`config.mk`:
```
export PLATFORM = sky130hd
export DESIGN_NAME = wpas_ram
export DESIGN_NICKNAME = d
export VERILOG_FILES = /design/src/hdl/wpas_ram.sv
export SDC_FILE = /design/constraint.sdc
export NUM_CORES = 1
export LEC_CHECK = 0
export ABC_CLOCK_PERIOD_IN_PS = 1600
export BUFFER_PORTS_ARGS = -buffer_cell sky130_fd_sc_hd__buf_2
export CAP_MARGIN = 20
export CORE_MARGIN = 2
export CORE_UTILIZATION = 52
export CTS_BUF_LIST = sky130_fd_sc_hd__clkbuf_8 sky130_fd_sc_hd__clkbuf_16
export DETAILED_ROUTE_END_ITERATION = 7
export MAX_ROUTING_LAYER = met4
export PLACE_DENSITY_LB_ADDON = 0.08
export SLEW_MARGIN = 25
export SYNTH_ARGS = -nofsm -noshare
export SYNTH_HDL_FRONTEND = slang
export SYNTH_SLANG_ARGS = --single-unit
```
`constraint.sdc`:
```
create_clock -name clk -period 1.6 [get_ports clk]
set_input_delay 0.32 -clock clk [delete_from_list [all_inputs] [get_ports clk]]
set_output_delay 0.32 -clock clk [all_outputs]
set_load 0.005 [all_outputs]
```
`src/hdl/wpas_ram.sv`:
```
// Generic RAM: one write port, one read port with registered read data.
// No dependencies.
`default_nettype none
module wpas_ram #(
    parameter int WIDTH = 8,
    parameter int DEPTH = 8
) (
    input  wire logic                             clk,
    input  wire logic                             we,
    input  wire logic [$clog2(DEPTH)-1:0]         waddr,
    input  wire logic [WIDTH-1:0]                 wdata,
    input  wire logic                             re,
    input  wire logic [$clog2(DEPTH)-1:0]         raddr,
    output logic [WIDTH-1:0]                      rdata
);
    logic [WIDTH-1:0] mem_reg [DEPTH];
    logic [WIDTH-1:0] rdata_reg;

    always_ff @(posedge clk)
    begin
        if (we)
        begin
            mem_reg[waddr] <= wdata;
        end
        if (re)
        begin
            rdata_reg <= mem_reg[raddr];
        end
    end

    assign rdata = rdata_reg;
endmodule
`default_nettype wire

```
==> Flow_metrics.wiki <==
{| class="wikitable"
! Metric !! Value
|-
| Slew at the pin closest to its max-slew limit || 240.4 ps
|-
| Die Area || 5930 µm²
|-
| Sequential element share of the synthesized area || 78.01%
|-
| Outcome || finished, final reports clean
|-
| Post-synth top area share || 78.01%
|-
| Worst-path cell chain || mux4_1 -> mux2_2
|-
| Final layout net count || 171
|-
| Path type of the worst min-delay path || in2reg
|-
| Clock tree from TritonCTS || yes
|-
| Cells taking the most area after synthesis || sky130_fd_sc_hd__edfxtp_1, sky130_fd_sc_hd__mux4_1, sky130_fd_sc_hd__mux2_2
|-
| Clk buf depth || 2
|-
| Leakage power of the design || 1.126 nW
|-
| Type of origin of the critical path || flip-flop
|-
| Post-CTS Setup Inserts || 0
|-
| First-pass GRT wire length || 6906 µm
|-
| Total placed instance area || 3035 µm²
|-
| Critical-path top delay cell || sky130_fd_sc_hd__mux4_1
|-
| Non-Filler Instances || 229
|-
| PwrDens || 1104 nW/µm²
|-
| Max H-tree Level || 3
|-
| Final worst path period need || 1402 ps
|-
| Cell Area, Synth || 2771 µm²
|-
| WL final || 4442 µm
|-
| Maximum number of pins on one net before global-route repair || 17
|-
| Period utilization || 87.64%
|-
| Final Slew Violations || 0
|-
| Number of I/O pins || 25
|-
| Via count || 1,248
|-
| # hold bufs at CTS || 0
|-
| MaxCap Viol Count || 0
|-
| Worst clock skew on the final layout || 5.649 ps
|-
| Later-pin clock latency in the skew report || 340 ps
|-
| XOR/XNOR share of the synthesized area || 0%
|-
| Max-Slew Margin vs Limit || 83.97%
|-
| Data arrival time of the critical path || 1500 ps
|-
| DIE WIDTH || 77.01 µm
|-
| Worst supply voltage drop on vdd || 0.6431 mV
|-
| Clock Tree Root || sky130_fd_sc_hd__clkbuf_8
|-
| Simple-gate share of the synthesized area || 2.122%
|-
| Area growth from synthesis to layout || 15.12%
|-
| Flops & latches, synth || 72
|-
| Fraction of layout cells with a size suffix above 1 || 35.22%
|-
| Total Neg Setup Slack || 0 ps
|-
| Routability-driven placement congestion ratio || 0.6942
|-
| Final hold slack || 245.4 ps
|-
| Gate count of the mapped netlist || 114
|-
| Worst Setup End Kind || flip-flop
|-
| Sink Count || 72
|-
| Syn Nets || 131
|-
| Data required, critical path || 1690 ps
|-
| Worst-path clk slew || 70 ps
|-
| Hold path cells || 1
|-
| Input/output buffers || 24
|-
| Drt first pass iters || 4
|-
| Global route overflow || 0
|-
| Total chip power || 3.521 mW
|-
| Detailed placer's ending HPWL || 2771 µm
|-
| DRC errors left || 0
|-
| Number of nets still failing antenna checks after routing || 0
|-
| Avg Cell Area, Syn || 24.31 µm²
|-
| Crit path max fanout || 1
|-
| Inserted Clock Buffers || 9
|-
| Largest stage delay, worst path || 500 ps
|-
| Post-route design area || 3191 µm²
|-
| Global-route usage over all layers || 17.41%
|-
| Chip Height || 77.01 µm
|-
| Number of antenna violations at the first check in global routing || 0
|-
| Starting utilization of the core area || 53.92%
|-
| Critical path type || reg2reg
|-
| Timing-limited maximum frequency || 713.2 MHz
|-
| Setup violations, final || 0
|-
| 1st-iter DRT viols || 95
|-
| DR WL/cell || 19.40 µm
|-
| Share of cell area taken by muxes after synthesis || 18.28%
|-
| Setup repair after global routing missed its margin || no
|-
| Unique masters post-synth || 13
|-
| Reg2Reg Depth || 2
|-
| Largest area contributor in the netlist || sky130_fd_sc_hd__edfxtp_1
|-
| Count of yosys warnings during synthesis || 0
|-
| Via-to-Cell Ratio || 5.450
|-
| Floorplan row count || 26
|-
| Count of placed standard cells including taps || 213
|-
| Via count of the first global-routing pass || 1,273
|-
| Final hold violation count || 0
|-
| Combinational family with the most area after synthesis || multiplexers
|-
| Core outline area || 5140 µm²
|-
| Antenna fix cells || 0
|-
| Adder-Cell Fraction of Synth Area || 0%
|-
| Number of flip-flops in the largest register || 64
|-
| Quantity of gates resized following cts || 0
|-
| Compound-Gate Fraction of Synth Area || 0%
|}
## through the flow
| stage | setup slack [ps] | utilization (%) |
|---|---|---|
| floorplan | 10.29 | - |
| global placement | -80.51 | 59.06 |
| detailed placement | -109.5 | 59.06 |
| CTS | 185.2 | 62.07 |
| global route | 155.7 | 62.07 |
| finish | 197.8 | 62.07 |
## layer usage
| layer | share of wire, % | vias up | wire, µm | global-route usage (%) |
|---|---|---|---|---|
| met5 | 0 | - | 0 | - |
| met4 | 2.8 | 0 | 126 | 10.71 |
| met3 | 3.8 | 12 | 169 | 3.647 |
| met2 | 51 | 32 | 2279 | 27.37 |
| met1 | 42 | 636 | 1867 | 20.86 |
| li1 | - | 568 | - | - |
## worst max-delay path: cells and delay by family (launching register included)
family	cells	cell delay [ps]
mux	2	780
flops	1	370
## layout by cell type, fill, tap and decap left out
| cell | synthesis | final |
|---|---|---|
| sky130_fd_sc_hd__inv_1 | 0 | 2 |
| sky130_fd_sc_hd__clkbuf_8 | 0 | 9 |
| sky130_fd_sc_hd__buf_4 | 0 | 8 |
| sky130_fd_sc_hd__nor3_1 | 2 | 2 |
| sky130_fd_sc_hd__nand2b_1 | 3 | 3 |
| sky130_fd_sc_hd__nor2_1 | 6 | 6 |
| sky130_fd_sc_hd__mux2_2 | 8 | 8 |
| sky130_fd_sc_hd__nand2_1 | 2 | 2 |
| sky130_fd_sc_hd__clkinv_1 | 0 | 1 |
| sky130_fd_sc_hd__mux4_2 | 1 | 1 |
| sky130_fd_sc_hd__edfxtp_1 | 72 | 72 |
| sky130_fd_sc_hd__buf_12 | 1 | 2 |
| sky130_fd_sc_hd__mux4_1 | 15 | 15 |
| sky130_fd_sc_hd__clkinv_2 | 0 | 4 |
| sky130_fd_sc_hd__buf_2 | 1 | 24 |
## synthesized netlist by cell type
cell type,instances
sky130_fd_sc_hd__mux4_2,1
sky130_fd_sc_hd__buf_1,1
sky130_fd_sc_hd__buf_12,1
sky130_fd_sc_hd__nand2_1,2
sky130_fd_sc_hd__buf_2,1
sky130_fd_sc_hd__clkbuf_1,1
sky130_fd_sc_hd__mux4_1,15
sky130_fd_sc_hd__nor3_1,2
sky130_fd_sc_hd__mux2_2,8
sky130_fd_sc_hd__buf_6,1
sky130_fd_sc_hd__edfxtp_1,72
sky130_fd_sc_hd__nand2b_1,3
sky130_fd_sc_hd__nor2_1,6
## cell families (layout without fill, tap and decap cells)
family | Yosys count | after routing
flip-flops | 72 | 72
AND/OR/NAND/NOR | 13 | 13
multiplexers | 24 | 24
buffers and inverters | 5 | 50
## power by group
part | switching [mW] | internal, mW
combinational | 0.0994 | 0.108
clock | 0.614 | 0.534
sequential | 0.0132 | 2.15
total | 0.726 | 2.79
## area by class of cell
type / count / area [µm²]
Clock buffer: 9 / 123.9
Clock inverter: 7 / 31.28
Fill cell: 389 / 1949
Multi-Input combinational cell: 37 / 565.5
Sequential cell: 72 / 2162
Tap cell: 70 / 87.58
Timing Repair Buffer: 34 / 220.2
## worst paths after layout
kind                   endpoint  slack [ps]           from
setup / recovery       rdata[1]         200  mem_reg[1][1]
hold / removal    mem_reg[6][6]         250       wdata[6]
setup reg to reg       rdata[1]         200  mem_reg[1][1]
hold reg to reg        rdata[2]         750  mem_reg[0][2]
No activity file was read; power rests on OpenSTA's default activity.
