$ cat config.mk
export PLATFORM = sky130hd
export DESIGN_NAME = wpas_cordic_chain
export DESIGN_NICKNAME = d
export VERILOG_FILES = /design/src/hdl/wpas_pkg.sv /design/src/hdl/wpas_cordic_cell.sv /design/src/hdl/wpas_cordic_chain.sv
export SDC_FILE = /design/constraint.sdc
export NUM_CORES = 2
export LEC_CHECK = 0
export ABC_CLOCK_PERIOD_IN_PS = 6200
export BUFFER_PORTS_ARGS = -buffer_cell sky130_fd_sc_hd__buf_2
export CAP_MARGIN = 20
export CORE_AREA = 3 3 443 445
export DETAILED_ROUTE_END_ITERATION = 8
export DIE_AREA = 0 0 446 448
export PLACE_DENSITY = 0.62
export RECOVER_POWER = 50
export SLEW_MARGIN = 20
export SYNTH_ARGS = -nofsm -noshare
export SYNTH_HDL_FRONTEND = slang
export SYNTH_SLANG_ARGS = --single-unit
$ cat constraint.sdc
create_clock -name clk -period 6.2 [get_ports clk]
set_input_delay 0.62 -clock clk [delete_from_list [all_inputs] [get_ports clk]]
set_output_delay 0.62 -clock clk [all_outputs]
set_load 0.05 [all_outputs]
$ cat src/hdl/wpas_pkg.sv
// Package for the waypoint arrival sequencer: widths, CORDIC types and the
// arctangent table. No dependencies.
`default_nettype none
package wpas_pkg;
    localparam int MAX_WAYPOINTS_DEF = 8;
    localparam int CORDIC_STEPS_DEF  = 14;

    localparam int POS_W  = 20;
    localparam int QUAT_W = 16;
    localparam int YAW_W  = 16;
    localparam int XW     = 36;
    localparam int ANG_W  = 24;
    localparam int ENTRY_W = 3*POS_W + YAW_W + 4*QUAT_W;

    localparam logic signed [ANG_W-1:0] HALF_PI_A = 24'sd1647099;
    localparam logic signed [XW-1:0]    ONE_Q28   = 36'sd268435456;

    localparam logic [1:0] REQ_LOAD  = 2'd0;
    localparam logic [1:0] REQ_POSE  = 2'd1;
    localparam logic [1:0] REQ_START = 2'd2;

    localparam logic [2:0] CFG_DIST_TOL  = 3'd0;
    localparam logic [2:0] CFG_YAW_TOL   = 3'd1;
    localparam logic [2:0] CFG_DWELL     = 3'd2;
    localparam logic [2:0] CFG_WP_COUNT  = 3'd3;
    localparam logic [2:0] CFG_LAND      = 3'd4;

    typedef struct packed {
        logic                    zero;
        logic signed [XW-1:0]    x;
        logic signed [XW-1:0]    y;
        logic signed [ANG_W-1:0] a;
    } cordic_t;

    function automatic logic signed [ANG_W-1:0] atan_val(input int k);
        logic signed [ANG_W-1:0] v;
        case (k)
            0:  v = 24'sd823550;
            1:  v = 24'sd486170;
            2:  v = 24'sd256879;
            3:  v = 24'sd130396;
            4:  v = 24'sd65451;
            5:  v = 24'sd32757;
            6:  v = 24'sd16383;
            7:  v = 24'sd8192;
            8:  v = 24'sd4096;
            9:  v = 24'sd2048;
            10: v = 24'sd1024;
            11: v = 24'sd512;
            12: v = 24'sd256;
            13: v = 24'sd128;
            14: v = 24'sd64;
            15: v = 24'sd32;
            16: v = 24'sd16;
            17: v = 24'sd8;
            18: v = 24'sd4;
            19: v = 24'sd2;
            default: v = 24'sd0;
        endcase
        return v;
    endfunction
endpackage
`default_nettype wire

$ cat src/hdl/wpas_cordic_cell.sv
// One CORDIC vectoring step with its output register.
// Depends on wpas_pkg.
`default_nettype none
module wpas_cordic_cell
    import wpas_pkg::*;
#(
    parameter int STEP = 0
) (
    input  wire logic    clk,
    input  wire logic    rst_n,
    input  wire logic    vld,
    input  wire cordic_t din,
    output logic         vld_out,
    output cordic_t      dout
);
    logic    vld_reg;
    cordic_t data_reg, data_next;

    always_comb
    begin
        data_next      = din;
        if (din.y >= 0)
        begin
            data_next.x = din.x + (din.y >>> STEP);
            data_next.y = din.y - (din.x >>> STEP);
            data_next.a = din.a + atan_val(STEP);
        end
        else
        begin
            data_next.x = din.x - (din.y >>> STEP);
            data_next.y = din.y + (din.x >>> STEP);
            data_next.a = din.a - atan_val(STEP);
        end
    end

    always_ff @(posedge clk or negedge rst_n)
    begin
        if (!rst_n)
        begin
            vld_reg <= 1'b0;
        end
        else
        begin
            vld_reg <= vld;
        end
    end

    always_ff @(posedge clk)
    begin
        data_reg <= data_next;
    end

    assign vld_out = vld_reg;
    assign dout    = data_reg;
endmodule
`default_nettype wire

$ cat src/hdl/wpas_cordic_chain.sv
// Yaw atan2 chain: vector setup, quadrant pre-rotation, then a row of cells.
// Depends on wpas_pkg and wpas_cordic_cell.
`default_nettype none
module wpas_cordic_chain
    import wpas_pkg::*;
#(
    parameter int CORDIC_STEPS = CORDIC_STEPS_DEF
) (
    input  wire logic                     clk,
    input  wire logic                     rst_n,
    input  wire logic                     vld,
    input  wire logic signed [31:0]       p_xy,
    input  wire logic signed [31:0]       p_wz,
    input  wire logic signed [31:0]       p_yy,
    input  wire logic signed [31:0]       p_zz,
    output logic                          vld_out,
    output logic                          zero_out,
    output logic signed [ANG_W-1:0]       ang_out
);
    logic signed [XW-1:0] t1, t0;
    cordic_t              head_next, head_reg;
    logic                 head_vld_reg;
    logic                 vld_c [CORDIC_STEPS+1];
    cordic_t              data_c [CORDIC_STEPS+1];

    always_comb
    begin
        t1 = (XW'(p_xy) + XW'(p_wz)) <<< 1;
        t0 = ONE_Q28 - ((XW'(p_yy) + XW'(p_zz)) <<< 1);
        head_next.zero = (t0 == '0) && (t1 == '0);
        head_next.x    = t0;
        head_next.y    = t1;
        head_next.a    = '0;
        if (t0 < 0)
        begin
            if (t1 >= 0)
            begin
                head_next.x = t1;
                head_next.y = -t0;
                head_next.a = HALF_PI_A;
            end
            else
            begin
                head_next.x = -t1;
                head_next.y = t0;
                head_next.a = -HALF_PI_A;
            end
        end
    end

    always_ff @(posedge clk or negedge rst_n)
    begin
        if (!rst_n)
        begin
            head_vld_reg <= 1'b0;
        end
        else
        begin
            head_vld_reg <= vld;
        end
    end

    always_ff @(posedge clk)
    begin
        head_reg <= head_next;
    end

    assign vld_c[0]  = head_vld_reg;
    assign data_c[0] = head_reg;

    for (genvar k = 0; k < CORDIC_STEPS; k++)
    begin : g_cell
        wpas_cordic_cell #(.STEP(k)) u_cell (
            .clk     (clk),
            .rst_n   (rst_n),
            .vld     (vld_c[k]),
            .din     (data_c[k]),
            .vld_out (vld_c[k+1]),
            .dout    (data_c[k+1])
        );
    end

    assign vld_out  = vld_c[CORDIC_STEPS];
    assign zero_out = data_c[CORDIC_STEPS].zero;
    assign ang_out  = data_c[CORDIC_STEPS].a;
endmodule
`default_nettype wire

==> key figures <==
Yosys
  • Area leader, netlist: dfxtp_1
  • Prevailing post-synth register cell: dfxtp_1
  • Synth Warn #: 0
  • Post-synth EDFFs: 0
  • Cell Area, Synth: 96,140 sq um
  • Sequential area share after synthesis: 26.88%
  • Syn Area/Cell: roughly 8.5 sq um
  • Synth unique cells: 92
  • Main area contributors after synthesis: dfxtp_1, ha_1, xnor2_1, xor2_1, a21oi_1
  • Cell count after synthesis: approximately 11,000
  • Yosys top cell area share: about a quarter
  • Number of synthesized register bits: 1,287
  • FFs w/ async S/R, synth: 1.166%

Place
  • Buffers on Ports: approximately 160
  • Routability cong.: 0.9168
  • Dpl hpwl: 217.8 mm

Outcome
  • Violated checks: max-capacitance violations, max-slew violations
  • Status: finished with violations

Timing
  • Tcrit/Tclk final: about 91%
  • Setup violations, final: 0
  • FMAX: roughly 180 MHz
  • Slew of the pin with the lowest slew margin: 3.367 ns
  • Max-slew violation count: 124
  • Final TNS setup: 0 ns
  • Final hold vios: 0
  • Final min period: between 5 and 6 ns
  • Slew headroom: -124.5%
  • Unrepaired setup endpoints after global routing: no
  • Clock skew: 0.04638 ns

Route
  • Drt drc: 0
  • Vias per inst: 5.760
  • Final ANT Viol Nets: 0
  • Vias: 82,128
  • Avg WL per Cell: approximately 19 um
  • Final WL: roughly 270 mm
  • 1st-pass router iterations: 6
  • DR iter-0 viols: 5,410

CTS
  • CTS tree: done
  • Post-CTS setup repair buffer count: 0
  • Clk_lat worst skew: 0.80 ns
  • Clock tree buffer depth: 3
  • CTS H-tree lvls: 4
  • CTS clk-pin slew, worst paths: 0.06 ns
  • PostCTS Resize Cnt: 0
  • TritonCTS buffer count: 147
  • Num Clock Sinks: ~1,300
  • Clock root buffer: clkbuf_16

Die
  • Area of the die: 199,800 sq um
  • Core Rows: roughly 160
  • Core Region: 192,600 sq um
  • DIE WIDTH: 446 um
  • Initial core utilization: 49.92%
  • Chip height: ~450 um
  • Top Ports: 157

GRT
  • Largest net degree at the start of global routing: 97
  • Antenna violations before repair: 11
  • GRT Overall Usage: between 20% and 30%
  • Vias in the first global route: 79,106
  • Gr ovfl total: 0
  • First-pass GRT wire length: 424.6 mm

Setup path
  • Setup crit end kind: flop
  • Slowest cell delay on critical path: 0.91 ns
  • Critical path, cell by cell: buf_4 > nand2_1 > xnor2_1 > ha_1 > a21o_1 > a21o_1 > a21o_1 > a2111oi_0 > nor3b_1 > o311a_1 > o41ai_1 > o21ai_0 > o31a_1 > o21a_1 > nor2_1 > xnor2_1
  • Critical path required time: 6.92 ns
  • Crit path DAT: 6.33 ns
  • Critical setup path kind: flop to flop
  • Top delay family on crit path: compound AO/OA/AOI/OAI gates
  • CP startpoint kind: flop
  • Worst Path Max Fanout: 33
  • CP dominant cell by count: a21o_1
  • Slowest CP cell: dfxtp_1
  • Critical path buffer and inverter count: 1

Cells and area
  • Most frequent cells in the layout: dfxtp_1, ha_1, xnor2_1, a21oi_1, nor2_1
  • Max reg flops: 1,198
  • Share of cells above drive strength 1: 4.706%
  • Commonest non-fill, non-tap cell in the layout: dfxtp_1
  • Layout Nets: 12,935
  • Area Overhead vs Synth: 9.478%

Worst hold path
  • HP Class: primary input to flop

Run
  • Max-Cap Viols: 4
cell families after synthesis:
| group | after synthesis | share of synthesized area, % |
|---|---|---|
| buffers and inverters | 746 | 3.023 |
| flip-flops | 1287 | 26.88 |
| other | 1 | 0.003901 |
| multiplexers | 47 | 0.4932 |
| adder cells (fa/ha/maj) | 1260 | 16.75 |
| AND/OR/NAND/NOR | 3044 | 15.67 |
| AO/OA/AOI/OAI | 3278 | 21.78 |
| XOR/XNOR | 1690 | 15.40 |
repair_timing:
action                                 in CTS  in global routing
endpoints found under the hold margin      16                  0
setup endpoints to repair                   0                  0
hold buffers                                2                  0
layer usage:
metal  GRT usage [%]  wire (um)  vias up  share of wire (%)
li1                -          -    41255                  -
met1           34.41     123400    38804                 46
met2           43.89     123200     1700                 46
met3           3.016      11260      367                4.2
met4           9.181       9220        2                3.5
met5               0         13        -             0.0049
worst reg2reg max path, delay by kind of cell (launching register included):
family,cells,cell delay [ns]
compound gates,9,2.81
xor+xnor,2,0.54
fa+ha+maj,1,0.41
buf+inv,1,0.45
flops,1,0.91
simple gates,3,0.45
Yosys cell counts (all sizes together) (18+ instances only):
library cell     n
dfxtp         1272
ha            1215
xnor2         1073
a21oi          933
nor2           820
o21ai          759
nand2          694
xor2           617
inv            513
a21o           423
nor3           250
nand3          203
o31ai          202
nand2b         183
o21bai         178
or3            157
clkbuf         150
nor2b          150
o21a           141
or4            124
o41ai          110
and3            92
nor4            92
a31oi           87
buf             78
a211oi          76
or2             74
and2            61
nand4           56
fa              45
mux2i           44
a21boi          39
o211ai          28
a31o            21
a41o            21
a211o           20
a311oi          20
a41oi           20
and4            18
nand3b          18
o31a            18
final timing paths:
check / start / to / cells after the start / slack (ns)
hold / removal: p_wz[0] / data_c[1419]$_DFF_P_ / 4 / 0.29
hold reg to reg: g_cell[6].u_cell.dout[10]$_DFF_P_ / g_cell[7].u_cell.dout[10]$_DFF_P_ / 0 / 0.30
max in group asynchronous: rst_n / g_cell[2].u_cell.vld_out$_DFF_PN0_ / 2 / 5.13
min in group asynchronous: rst_n / g_cell[13].u_cell.vld_out$_DFF_PN0_ / 2 / 0.50
setup reg to reg: g_cell[9].u_cell.dout[59]$_DFF_P_ / g_cell[10].u_cell.dout[95]$_DFF_P_ / 16 / 0.59
setup / recovery: g_cell[9].u_cell.dout[59]$_DFF_P_ / g_cell[10].u_cell.dout[95]$_DFF_P_ / 16 / 0.59
through the flow:
stage / setup WS (ns) / cells / area (sq um) / utilization, % / hold WS, ns
after floorplan: 1.171 / 11409 / 96350 / - / 0.3096
after global placement: 0.3976 / 13919 / 99810 / 51.83 / 0.3110
after detailed placement: 0.4660 / 13919 / 99820 / 51.83 / 0.3121
after CTS: 0.6399 / 14193 / 105200 / 54.64 / 0.2153
after global routing: 0.07458 / 14257 / 105200 / 54.65 / 0.2896
final: 0.5866 / 14259 / 105300 / 54.65 / 0.2886
cell type report:
cell class,instances,area [sq um]
repair buffers,214,1141
diodes,66,165.2
multi-input cells,9376,67620
fillers,17790,87330
well taps,2526,3161
flip-flops and latches,1287,25840
clock inverters,88,1345
clock buffers,184,4040
inverters,518,1944
Power is left out: the tool's default activity adds up to more than one toggle a clock period on the data nets, which glitch-free logic cannot reach.
